===== config.mk =====
export PLATFORM = sky130hd
export DESIGN_NAME = tcgr_ctrl
export DESIGN_NICKNAME = d
export VERILOG_FILES = /design/src/rtl/tcgr_pkg.sv /design/src/rtl/tcgr_ctrl.sv
export SDC_FILE = /design/constraint.sdc
export NUM_CORES = 1
export LEC_CHECK = 0
export ABC_AREA = 1
export BUFFER_PORTS_ARGS = -buffer_cell sky130_fd_sc_hd__buf_2
export CORE_AREA = 2 2 39 41
export CTS_BUF_LIST = sky130_fd_sc_hd__clkbuf_2
export CTS_CLUSTER_SIZE = 20
export DETAILED_ROUTE_END_ITERATION = 8
export DIE_AREA = 0 0 41 43
export GPL_TIMING_DRIVEN = 0
export PLACE_DENSITY = 0.49
export SYNTH_ARGS = -nofsm -noshare
export SYNTH_HDL_FRONTEND = slang
export SYNTH_SLANG_ARGS = --single-unit

===== constraint.sdc =====
create_clock -name clk -period 1.1 [get_ports clk]
set_input_delay 0.055 -clock clk [delete_from_list [all_inputs] [get_ports clk]]
set_output_delay 0.055 -clock clk [all_outputs]
set_load 0.02 [all_outputs]

===== src/rtl/tcgr_pkg.sv =====
// ----------------------------------------------------------------------------
// tcgr_pkg
// Shared constants and types of the text console glyph renderer: operation
// and character codes, register indexes, reset values and the command and
// status groups between controller and datapath.
// ----------------------------------------------------------------------------
`default_nettype none

package tcgr_pkg;

    localparam int CELL_WIDTH  = 8;
    localparam int CFG_INDEX_W = 2;
    localparam int CFG_DATA_W  = 24;
    localparam int DIM_W       = 13;
    localparam int COLOR_W     = 24;
    localparam int COORD_W     = 16;

    // operation codes
    localparam logic [1:0] OP_PUT_CHAR  = 2'd0;
    localparam logic [1:0] OP_LOAD_FONT = 2'd1;
    localparam logic [1:0] OP_CLEAR     = 2'd2;

    // control characters
    localparam logic [7:0] CHAR_BACKSPACE = 8'd8;
    localparam logic [7:0] CHAR_NEWLINE   = 8'd10;
    localparam logic [7:0] CHAR_RETURN    = 8'd13;

    // configuration register indexes
    localparam logic [CFG_INDEX_W-1:0] REG_SCREEN_WIDTH  = 2'd0;
    localparam logic [CFG_INDEX_W-1:0] REG_SCREEN_HEIGHT = 2'd1;
    localparam logic [CFG_INDEX_W-1:0] REG_FOREGROUND    = 2'd2;
    localparam logic [CFG_INDEX_W-1:0] REG_BACKGROUND    = 2'd3;

    localparam logic [DIM_W-1:0]   WIDTH_RESET  = 13'd640;
    localparam logic [DIM_W-1:0]   HEIGHT_RESET = 13'd480;
    localparam logic [COLOR_W-1:0] FORE_RESET   = 24'hFFFFFF;
    localparam logic [COLOR_W-1:0] BACK_RESET   = 24'h000000;

    // result kinds
    localparam logic KIND_ROW  = 1'b0;
    localparam logic KIND_FILL = 1'b1;

    typedef struct packed {
        logic capture;    // take the input item into the command register
        logic decode;     // act on the command: cursor, font write, row setup
        logic issue_row;  // read the next glyph row into the row stage
        logic issue_last; // that row ends the item
        logic push_fill;  // load a fill item into the output register
    } tcgr_cmd_t;

    typedef struct packed {
        logic glyph;      // command draws a glyph
        logic fill;       // command ends in a fill
        logic row_end;    // next row to issue is the final one
        logic a_valid;    // row stage holds a row
        logic a_free;     // row stage can take a row this cycle
        logic b_free;     // output register can take an item this cycle
    } tcgr_status_t;

endpackage

`default_nettype wire


===== src/rtl/tcgr_ctrl.sv =====
// ----------------------------------------------------------------------------
// tcgr_ctrl
// Controller of the glyph renderer: takes one item, has it decoded, then steps
// glyph rows one a cycle while the row stage is free, then a fill if needed.
// ----------------------------------------------------------------------------
`default_nettype none

module tcgr_ctrl
(
    input  wire logic                  clk,
    input  wire logic                  rst_n,
    input  wire logic                  in_valid,
    output logic                       in_ready,
    input  tcgr_pkg::tcgr_status_t     st,
    output tcgr_pkg::tcgr_cmd_t        cmd
);
    import tcgr_pkg::*;

    localparam logic [1:0] S_IDLE   = 2'd0;
    localparam logic [1:0] S_DECODE = 2'd1;
    localparam logic [1:0] S_ROWS   = 2'd2;
    localparam logic [1:0] S_FILL   = 2'd3;

    logic [1:0] state_reg;
    logic [1:0] state_next;
    logic       fill_after_reg;
    logic       fill_after_next;

    assign in_ready = (state_reg == S_IDLE);

    always_comb
    begin
        state_next      = state_reg;
        fill_after_next = fill_after_reg;
        cmd             = '0;
        unique case (state_reg)
            S_IDLE:
            begin
                if (in_valid)
                begin
                    cmd.capture = 1'b1;
                    state_next  = S_DECODE;
                end
            end
            S_DECODE:
            begin
                cmd.decode = 1'b1;
                if (st.glyph)
                begin
                    fill_after_next = st.fill;
                    state_next      = S_ROWS;
                end
                else if (st.fill)
                begin
                    state_next = S_FILL;
                end
                else
                begin
                    state_next = S_IDLE;
                end
            end
            S_ROWS:
            begin
                if (st.a_free)
                begin
                    cmd.issue_row  = 1'b1;
                    cmd.issue_last = st.row_end && !fill_after_reg;
                    if (st.row_end)
                    begin
                        state_next = fill_after_reg ? S_FILL : S_IDLE;
                    end
                end
            end
            S_FILL:
            begin
                // wait for the rows ahead to leave the row stage and for the output to be free
                if (!st.a_valid && st.b_free)
                begin
                    cmd.push_fill = 1'b1;
                    state_next    = S_IDLE;
                end
            end
            default:
            begin
                state_next = S_IDLE;
            end
        endcase
    end

    always_ff @(posedge clk or negedge rst_n)
    begin
        if (!rst_n)
        begin
            state_reg      <= S_IDLE;
            fill_after_reg <= 1'b0;
        end
        else
        begin
            state_reg      <= state_next;
            fill_after_reg <= fill_after_next;
        end
    end

endmodule

`default_nettype wire


==> results.toml, run 1 <==
[die]
die_x_um = 41
core_um2 = 1380
rows = 14
io_pins = 15
die_area_um2 = 1760
initial_core_util = 0.166
die_y_um = 43

[yosys]
synth-seq-cells = 3
synth-edff-count = 0
synth_common_cells = "nand2_1 (11), inv_1 (7), nand3_1 (4)"
synth_warnings = 0
ys.flop_type = "dfrtp_1"
synth_area_um2 = 230
async_flop_share = 1.00
synth_cell_types = 12
yosys-top-cells-area = "dfrtp_1 (33%), nand2_1 (18%), inv_1 (11%), nand3_1 (8.7%), nor2_2 (8.2%)"
synth_top_area_share = 0.326
synth.most_common_cell = "nand2_1"
synth_largest_area_cell = "dfrtp_1"
syn-num-nets = 46
syn_inst = 37
synth_area_per_cell_um2 = 6.22
seq_area_frac_synth = 0.326

[pwr]
clock_power_share = 0.139
vdd_drop_max_mv = 0.755
p_int_mw = 0.604
powerDensity_nw_per_um2 = 2610
combPwrFrac = 0.649
p_seq_frac = 0.212
leakage_nw = 0.240
swShare = 0.451
power_mw = 1.10
p_switching_mw = 0.496

[drt]
route.met2.wl_um = 259
antenna_left = 0
drc = 0
wirelength_um = 541
via_count = 284
dr.pass1.iters = 3
routedWlPerCell_um = 7.21
drt_iter0_drc = 2
met1Wirelength_um = 240
top_layer_used = "met3"
post_drt_via_cell_ratio = 3.79
route.met3.wl_um = 41

[sta]
maxSlewViolCount = 0
setup_viol = 3
fmax_mhz = 859
min_period_over_period = 1.06
post-route-min-period_ns = 1.16
clock_skew_ns = 0.000588
max_slew_margin = 0.885
worstMarginPinSlew_ns = 0.171
setup_ws_ns = -0.0640
rsz0062_at_grt = "yes"
hold_viol_final = 0

[setup_path]
cp-start-kind = "flop"
crit_arrival_ns = 1.11
critPathSlowestCell = "dfrtp_2"
worst_setup_path_end_kind = "primary output"
critical_path_class = "reg -> out"
cp.required_ns = 1.04
critPathMaxFanout = 4
critPathMaxStageDelay_ns = 0.43
cp_cell_sequence = "nor2_4 -> and2_4 -> nand2_2 -> nor2_2 -> buf_6"

[finish]
n_fill_cell = 165
fin_util = 0.305
multi_input_area_um2 = 148
layout.nets = 69
largest_reg_flops = 2
diodes = 0
syn_to_final_growth_pct = 83.2
seqCellArea_um2 = 77.6
drive_gt1_frac = 0.525
fin_cells = 75
fin_area_um2 = 422

[job]
drv_cap = 0

[outcome]
violations = "negative setup slack"
status = "complete, but fails checks"

[clock_tree]
clk_path_buf_depth = 2
root_buffer = "clkbuf_2"
clk_pin_slew_ns = 0.04
cts_tree = "done"
cts-htree-levels = 1
worstSkewPairLatency_ns = 0.20
cts.sinks = 3
cts-buffers-inserted = 3

[global_route]
grt_pass1_vias = 218
antenna_found_initial = 0
track_usage = 0.0796
grt_max_degree = 5
grt-ovfl-total = 0
grt_pass1_wl_um = 883

[hold_path]
hold_path_class = "in -> reg"

[placement]
gp_congestion = 0.712
post_dp_cell_area_um2 = 323
dp_cells = 67
hpwl_um = 429
place_worst_setup_slack_ns = -0.00301
portBuffers = 14
[worst max-delay path: cells and delay by family, from the launching register on]
| family | cells | cell delay [ns] |
|---|---|---|
| DFF | 1 | 0.43 |
| buffers and inverters | 1 | 0.12 |
| and+or+nand+nor | 4 | 0.35 |
[cell type report]
cell class              instances  area share
inverters                       8      0.0712
repair buffers                 18       0.300
well taps                      16      0.0475
flip-flops and latches          3       0.184
multi-input cells              26       0.350
clock buffers                   4      0.0475
[through the flow]
step	TNS, ns	hold slack (ns)
6_report	-0.135	0.111
5_1_grt	-0.485	0.102
4_1_cts	-0.169	0.102
3_5_place_dp	-0.00301	-0.144
3_3_place_gp	0	-0.146
2_1_floorplan	0	-0.241
[power by group through the flow]
| stage | Clock [mW] | Combinational [mW] | Sequential [mW] |
|---|---|---|---|
| CTS | 0.162 | 0.656 | 0.235 |
| finish | 0.153 | 0.714 | 0.233 |
| floorplan | 0 | 0.349 | 0.236 |
| global route | 0.181 | 0.784 | 0.242 |
| global placement | 0 | 0.464 | 0.257 |
| detailed placement | 0 | 0.466 | 0.256 |
[placed cells by master, fill, tap and decap left out, types with 2 or more instances in the layout]
master and instances:
nand3_1 4, inv_1 7, clkbuf_2 4, nor2_4 3
o21ai_0 2, buf_4 5, dfrtp_2 2, buf_6 3
buf_2 9, nand2_1 11
[logic make-up after synthesis]
family                 after synthesis  share of synthesized area
AO/OA/AOI/OAI                        3                     0.0761
AND/OR/NAND/NOR                     23                      0.467
flip-flops                           3                      0.326
buffers and inverters                8                      0.130
[repair_timing]
| action | in CTS | in global routing |
|---|---|---|
| endpoints found under the hold margin | 3 | 0 |
| cloned | 0 | 0 |
| endpoints found under the setup margin | 4 | 6 |
| hold buffers | 1 | 0 |
| pin swaps | 2 | 1 |
| resized for setup | 12 | 2 |
| setup buffers | 2 | 1 |
[layer usage]
layer	global-route usage	vias to the layer above
met5	0	-
met2	0.0875	9
met4	0.0400	0
li1	-	154
met3	0.0628	0
met1	0.107	121
[final timing paths]
kind / start / endpoint / slack [ns] / cells after the start
max in group asynchronous: rst_n / state_reg[0] / 0.80 / 2
min in group asynchronous: rst_n / state_reg[1] / 0.18 / 2
max reg2reg: state_reg[0] / state_reg[0] / 0.06 / 7
min: st[4] / fill_after_reg / 0.11 / 3
max: state_reg[0] / cmd[1] / -0.06 / 5
min reg2reg: fill_after_reg / fill_after_reg / 0.54 / 2
(Power assumes the default switching activity.)
==> run 2: changes to the inputs <==
--- a/config.mk
+++ b/config.mk
@@ -14,6 +14,8 @@
 export DIE_AREA = 0 0 41 43
 export GPL_TIMING_DRIVEN = 0
 export PLACE_DENSITY = 0.49
+export SETUP_SLACK_MARGIN = 0.05
 export SYNTH_ARGS = -nofsm -noshare
 export SYNTH_HDL_FRONTEND = slang
 export SYNTH_SLANG_ARGS = --single-unit
+export TNS_END_PERCENT = 50
==> run 2 against run 1 <==
  * The run still ends with negative setup slack left
  * Clock-buffer cell count is the same
  * Clock skew is essentially flat
  * Critical path depth is the same
  * Clock power is essentially flat
  * Power grew 4.5%
  * Utilization grew 0.99 points
==> results.toml, run 2 (synthesized netlist as in run 1, its figures left out) <==
[clock_tree]
clk_pin_slew_ns = 0.04
root_buffer = "clkbuf_2"
cts.sinks = 3
cts-htree-levels = 1
worstSkewPairLatency_ns = 0.20
cts-buffers-inserted = 3
cts_tree = "done"
clk_path_buf_depth = 2

[die]
io_pins = 15
die_y_um = 43
rows = 14
die_x_um = 41
core_um2 = 1380
initial_core_util = 0.166
die_area_um2 = 1760

[sta]
setup_ws_ns = -0.0705
setup_viol = 3
worstMarginPinSlew_ns = 0.154
maxSlewViolCount = 0
clock_skew_ns = 0.000160
fmax_mhz = 854
max_slew_margin = 0.896
rsz0062_at_grt = "yes"
holdWs_ns = 0.112
min_period_over_period = 1.06
hold_viol_final = 0
post-route-min-period_ns = 1.17

[global_route]
track_usage = 0.0856
grt_pass1_wl_um = 959
antenna_found_initial = 0
grt_max_degree = 5
grt_pass1_vias = 241
grt-ovfl-total = 0

[finish]
final_cell_mix = "nand2_1 (11), buf_2 (8), inv_1 (7)"
drive_gt1_frac = 0.533
final_common_cell = "nand2_1"
largest_reg_flops = 2
layout.nets = 70
syn_to_final_growth_pct = 89.1
diodes = 0
n_fill_cell = 165

[outcome]
status = "complete, but fails checks"
violations = "negative setup slack"

[job]
drv_cap = 0

[setup_path]
crit_arrival_ns = 1.12
worst_setup_path_end_kind = "primary output"
critical_path_class = "reg -> out"
critPathMaxFanout = 4
cp.required_ns = 1.04
cp-start-kind = "flop"

[placement]
gp_congestion = 0.712
portBuffers = 14
place_worst_setup_slack_ns = -0.00301
hpwl_um = 429

[drt]
via_count = 295
dr.pass1.iters = 2
antenna_left = 0
drt_iter0_drc = 2
wirelength_um = 576
post_drt_via_cell_ratio = 3.88
drc = 0
routedWlPerCell_um = 7.58

[pwr]
power_mw = 1.15
leakage_nw = 0.245
vdd_drop_max_mv = 0.792
powerDensity_nw_per_um2 = 2640

[hold_path]
hold_path_class = "in -> reg"
==> run 2: changes by cell type in the layout (fill, tap and decap cells not counted), sizes merged <==
cell,previous run,this run
buf,17,18
==> run 2: layer usage <==
metal / GRT usage / vias to the layer above / wire length (um)
met4: 0.0400 / 0 / 0
met3: 0.0628 / 0 / 37
li1: - / 157 / -
met5: 0 / - / 0
met1: 0.114 / 129 / 246
met2: 0.100 / 9 / 292
==> run 2: cell type report <==
class,count,area [um^2],area share
Inverter,8,30.0,0.0690
Sequential cell,3,77.6,0.178
Clock buffer,4,20.0,0.0460
Timing Repair Buffer,19,140,0.322
Tap cell,16,20.0,0.0460
Multi-Input combinational cell,26,148,0.339
==> run 2: through the flow <==
step / cells / instance area, um^2 / utilization / TNS, ns
global route: 76 / 435 / 0.315 / -0.447
global placement: 67 / 323 / 0.233 / 0
CTS: 76 / 428 / 0.309 / -0.177
finish: 76 / 435 / 0.315 / -0.144
floorplan: 37 / 233 / - / 0
detailed placement: 67 / 323 / 0.233 / -0.00301
==> run 2: repair_timing <==
item / 4_1_cts / 5_1_grt
hold buffers: 1 / 0
setup buffers: 4 / 0
setup endpoints to repair: 5 / 7
pin swaps: 2 / 0
endpoints found under the hold margin: 3 / 0
resized for setup: 14 / 2
==> run 2: critical path, cell delays in order (launching register included) <==
cell	delay (ns)
dfrtp_2	0.43
nor2_4	0.09
and2_4	0.15
nand2_2	0.05
nor2_2	0.08
buf_6	0.12
==> run 2: power breakdown <==
group          switching (mW)  internal (mW)
registers              0.0616          0.174
clock network          0.0566         0.0960
logic                   0.391          0.371
==> run 2: final timing paths <==
| check | start | end | slack (ns) | depth (start not counted) |
|---|---|---|---|---|
| max | state_reg[0] | cmd[1] | -0.07 | 5 |
| min | st[4] | fill_after_reg | 0.11 | 3 |
| max reg2reg | state_reg[0] | state_reg[0] | 0.05 | 7 |
| min reg2reg | fill_after_reg | fill_after_reg | 0.54 | 2 |
| max in group asynchronous | rst_n | state_reg[1] | 0.80 | 2 |
| min in group asynchronous | rst_n | state_reg[0] | 0.18 | 2 |
==> run 3: changes to the inputs <==
==> constraint.sdc (replaced) <==
create_clock -name clk -period 1.3 [get_ports clk]
set_input_delay 0.065 -clock clk [delete_from_list [all_inputs] [get_ports clk]]
set_output_delay 0.065 -clock clk [all_outputs]
set_load 0.02 [all_outputs]
==> run 3 against run 2 <==
  * Critical path type unchanged
  * Register-to-register slack better by 0.22 ns
  * Via count down 1.7%
  * Sequential share of layout area up 2.1 points
  * Critical path depth is 2 lower
  * Global-route usage increased by 0.40 points
  * The run now ends clean
  * Flip-flop and latch count unchanged
  * Clock-buffer cell count unchanged
==> results.toml, run 3 (synthesized netlist as in run 1, its figures left out) <==
[sta]
hold_viol_final = 0
setup_ws_ns = 0.101
setup_viol = 0
post-route-min-period_ns = 1.20
max_slew_margin = 0.890
fmax_mhz = 834
worstMarginPinSlew_ns = 0.164
tns_ns = 0
maxSlewViolCount = 0
min_period_over_period = 0.923
clock_skew_ns = 0.00446
rsz0062_at_grt = "yes"

[finish]
fin_area_um2 = 377
n_fill_cell = 166
largest_reg_flops = 2
fin_util = 0.272
final_cell_mix = "buf_2 (13), nand2_1 (11), inv_1 (7)"
layout.nets = 68
final_common_cell = "buf_2"
diodes = 0
syn_to_final_growth_pct = 63.6
drive_gt1_frac = 0.448

[pwr]
powerDensity_nw_per_um2 = 2130
leakage_nw = 0.231
vdd_drop_max_mv = 0.418

[die]
io_pins = 15
core_um2 = 1380
die_y_um = 43
die_x_um = 41
die_area_um2 = 1760
rows = 14
initial_core_util = 0.166

[clock_tree]
cts_tree = "done"
clk_path_buf_depth = 2
cts.sinks = 3
clk_pin_slew_ns = 0.05
worstSkewPairLatency_ns = 0.21
cts-htree-levels = 1
root_buffer = "clkbuf_2"
cts-buffers-inserted = 3

[drt]
dr.pass1.iters = 2
drt_iter0_drc = 4
routedWlPerCell_um = 8.04
antenna_left = 0
post_drt_via_cell_ratio = 3.92
wirelength_um = 595
via_count = 290
drc = 0

[job]
drv_cap = 0

[setup_path]
cp.required_ns = 1.24
worst_setup_path_end_kind = "primary output"
r2r_end = "state_reg[0]"
crit_arrival_ns = 1.13
cp-start-kind = "flop"
r2r_slack_ns = 0.27
critPathMaxFanout = 5
critical_path_class = "reg -> out"
rr_startpoint = "state_reg[0]"
worstRegToRegCells = 7

[placement]
portBuffers = 14
post_dp_cell_area_um2 = 320
gp_congestion = 0.669
place_worst_setup_slack_ns = 0.211
hpwl_um = 464

[global_route]
grt_pass1_wl_um = 993
grt_pass1_vias = 258
grt-ovfl-total = 0
track_usage = 0.0896
grt_max_degree = 6
use_met2 = 0.122
met3_usage = 0.0471
antenna_found_initial = 0
grt.busiest_layer = "met2"
grt_use_met1 = 0.0942

[hold_path]
worstHoldStart = "st[5]"
min_to = "fill_after_reg"
whs_path_depth = 3
hold_path_class = "in -> reg"

[outcome]
status = "finished clean"
-- run 3: cell count changes in the layout (fill, tap and decap cells not counted) --
cell,before,now
buf_2,8,13
buf_4,6,2
buf_6,4,1
dfrtp_1,1,3
dfrtp_2,2,0
nor2_4,3,1
nor2_1,1,2
nor2_2,1,2
nor3_1,0,1
nor3_2,1,0
-- run 3: final cells by class --
cell class	count	area [um^2]	share of cell area
multi-input cells	26	130	0.346
well taps	16	20.0	0.0532
inverters	8	30.0	0.0797
clock buffers	4	20.0	0.0532
flip-flops and latches	3	75.1	0.199
repair buffers	17	101	0.269
-- run 3: worst max path at each step --
stage	start	to	slack [ns]
after floorplan	state_reg[1]	state_reg[0]	0.17
after global placement	state_reg[1]	cmd[1]	0.22
after detailed placement	state_reg[1]	cmd[1]	0.21
after CTS	state_reg[1]	cmd[1]	0.06
after global routing	state_reg[0]	cmd[1]	0.001
final	state_reg[0]	cmd[4]	0.10
-- run 3: power breakdown --
| group | switching, mW | internal [mW] |
|---|---|---|
| clock | 0.0519 | 0.0812 |
| combinational | 0.283 | 0.199 |
| sequential | 0.0469 | 0.141 |
-- run 3: what timing repair did --
action | in CTS | in global routing
hold buffers | 1 | 0
buffers inserted | 2 | 0
resized for setup | 0 | 3
endpoints found under the setup margin | 1 | 2
gates cloned | 0 | 0
endpoints found under the hold margin | 3 | 0
-- run 3: layer usage --
| layer | routed length (um) | up-vias |
|---|---|---|
| li1 | - | 156 |
| met1 | 238 | 129 |
| met2 | 336 | 5 |
| met3 | 20 | 0 |
| met4 | 0 | 0 |
| met5 | 0 | - |
-- run 3: through the flow --
stage | hold slack (ns) | power, mW | cells
after floorplan | -0.231 | 0.486 | 37
after global placement | -0.137 | 0.604 | 67
after detailed placement | -0.134 | 0.602 | 67
after CTS | 0.110 | 0.796 | 74
after global routing | 0.125 | 0.899 | 74
final | 0.132 | 0.803 | 74
-- run 3: critical path, cell delays in order (launching register included) --
cell     delay [ns]
dfrtp_1        0.40
buf_4          0.16
nor3_1         0.17
buf_2          0.19
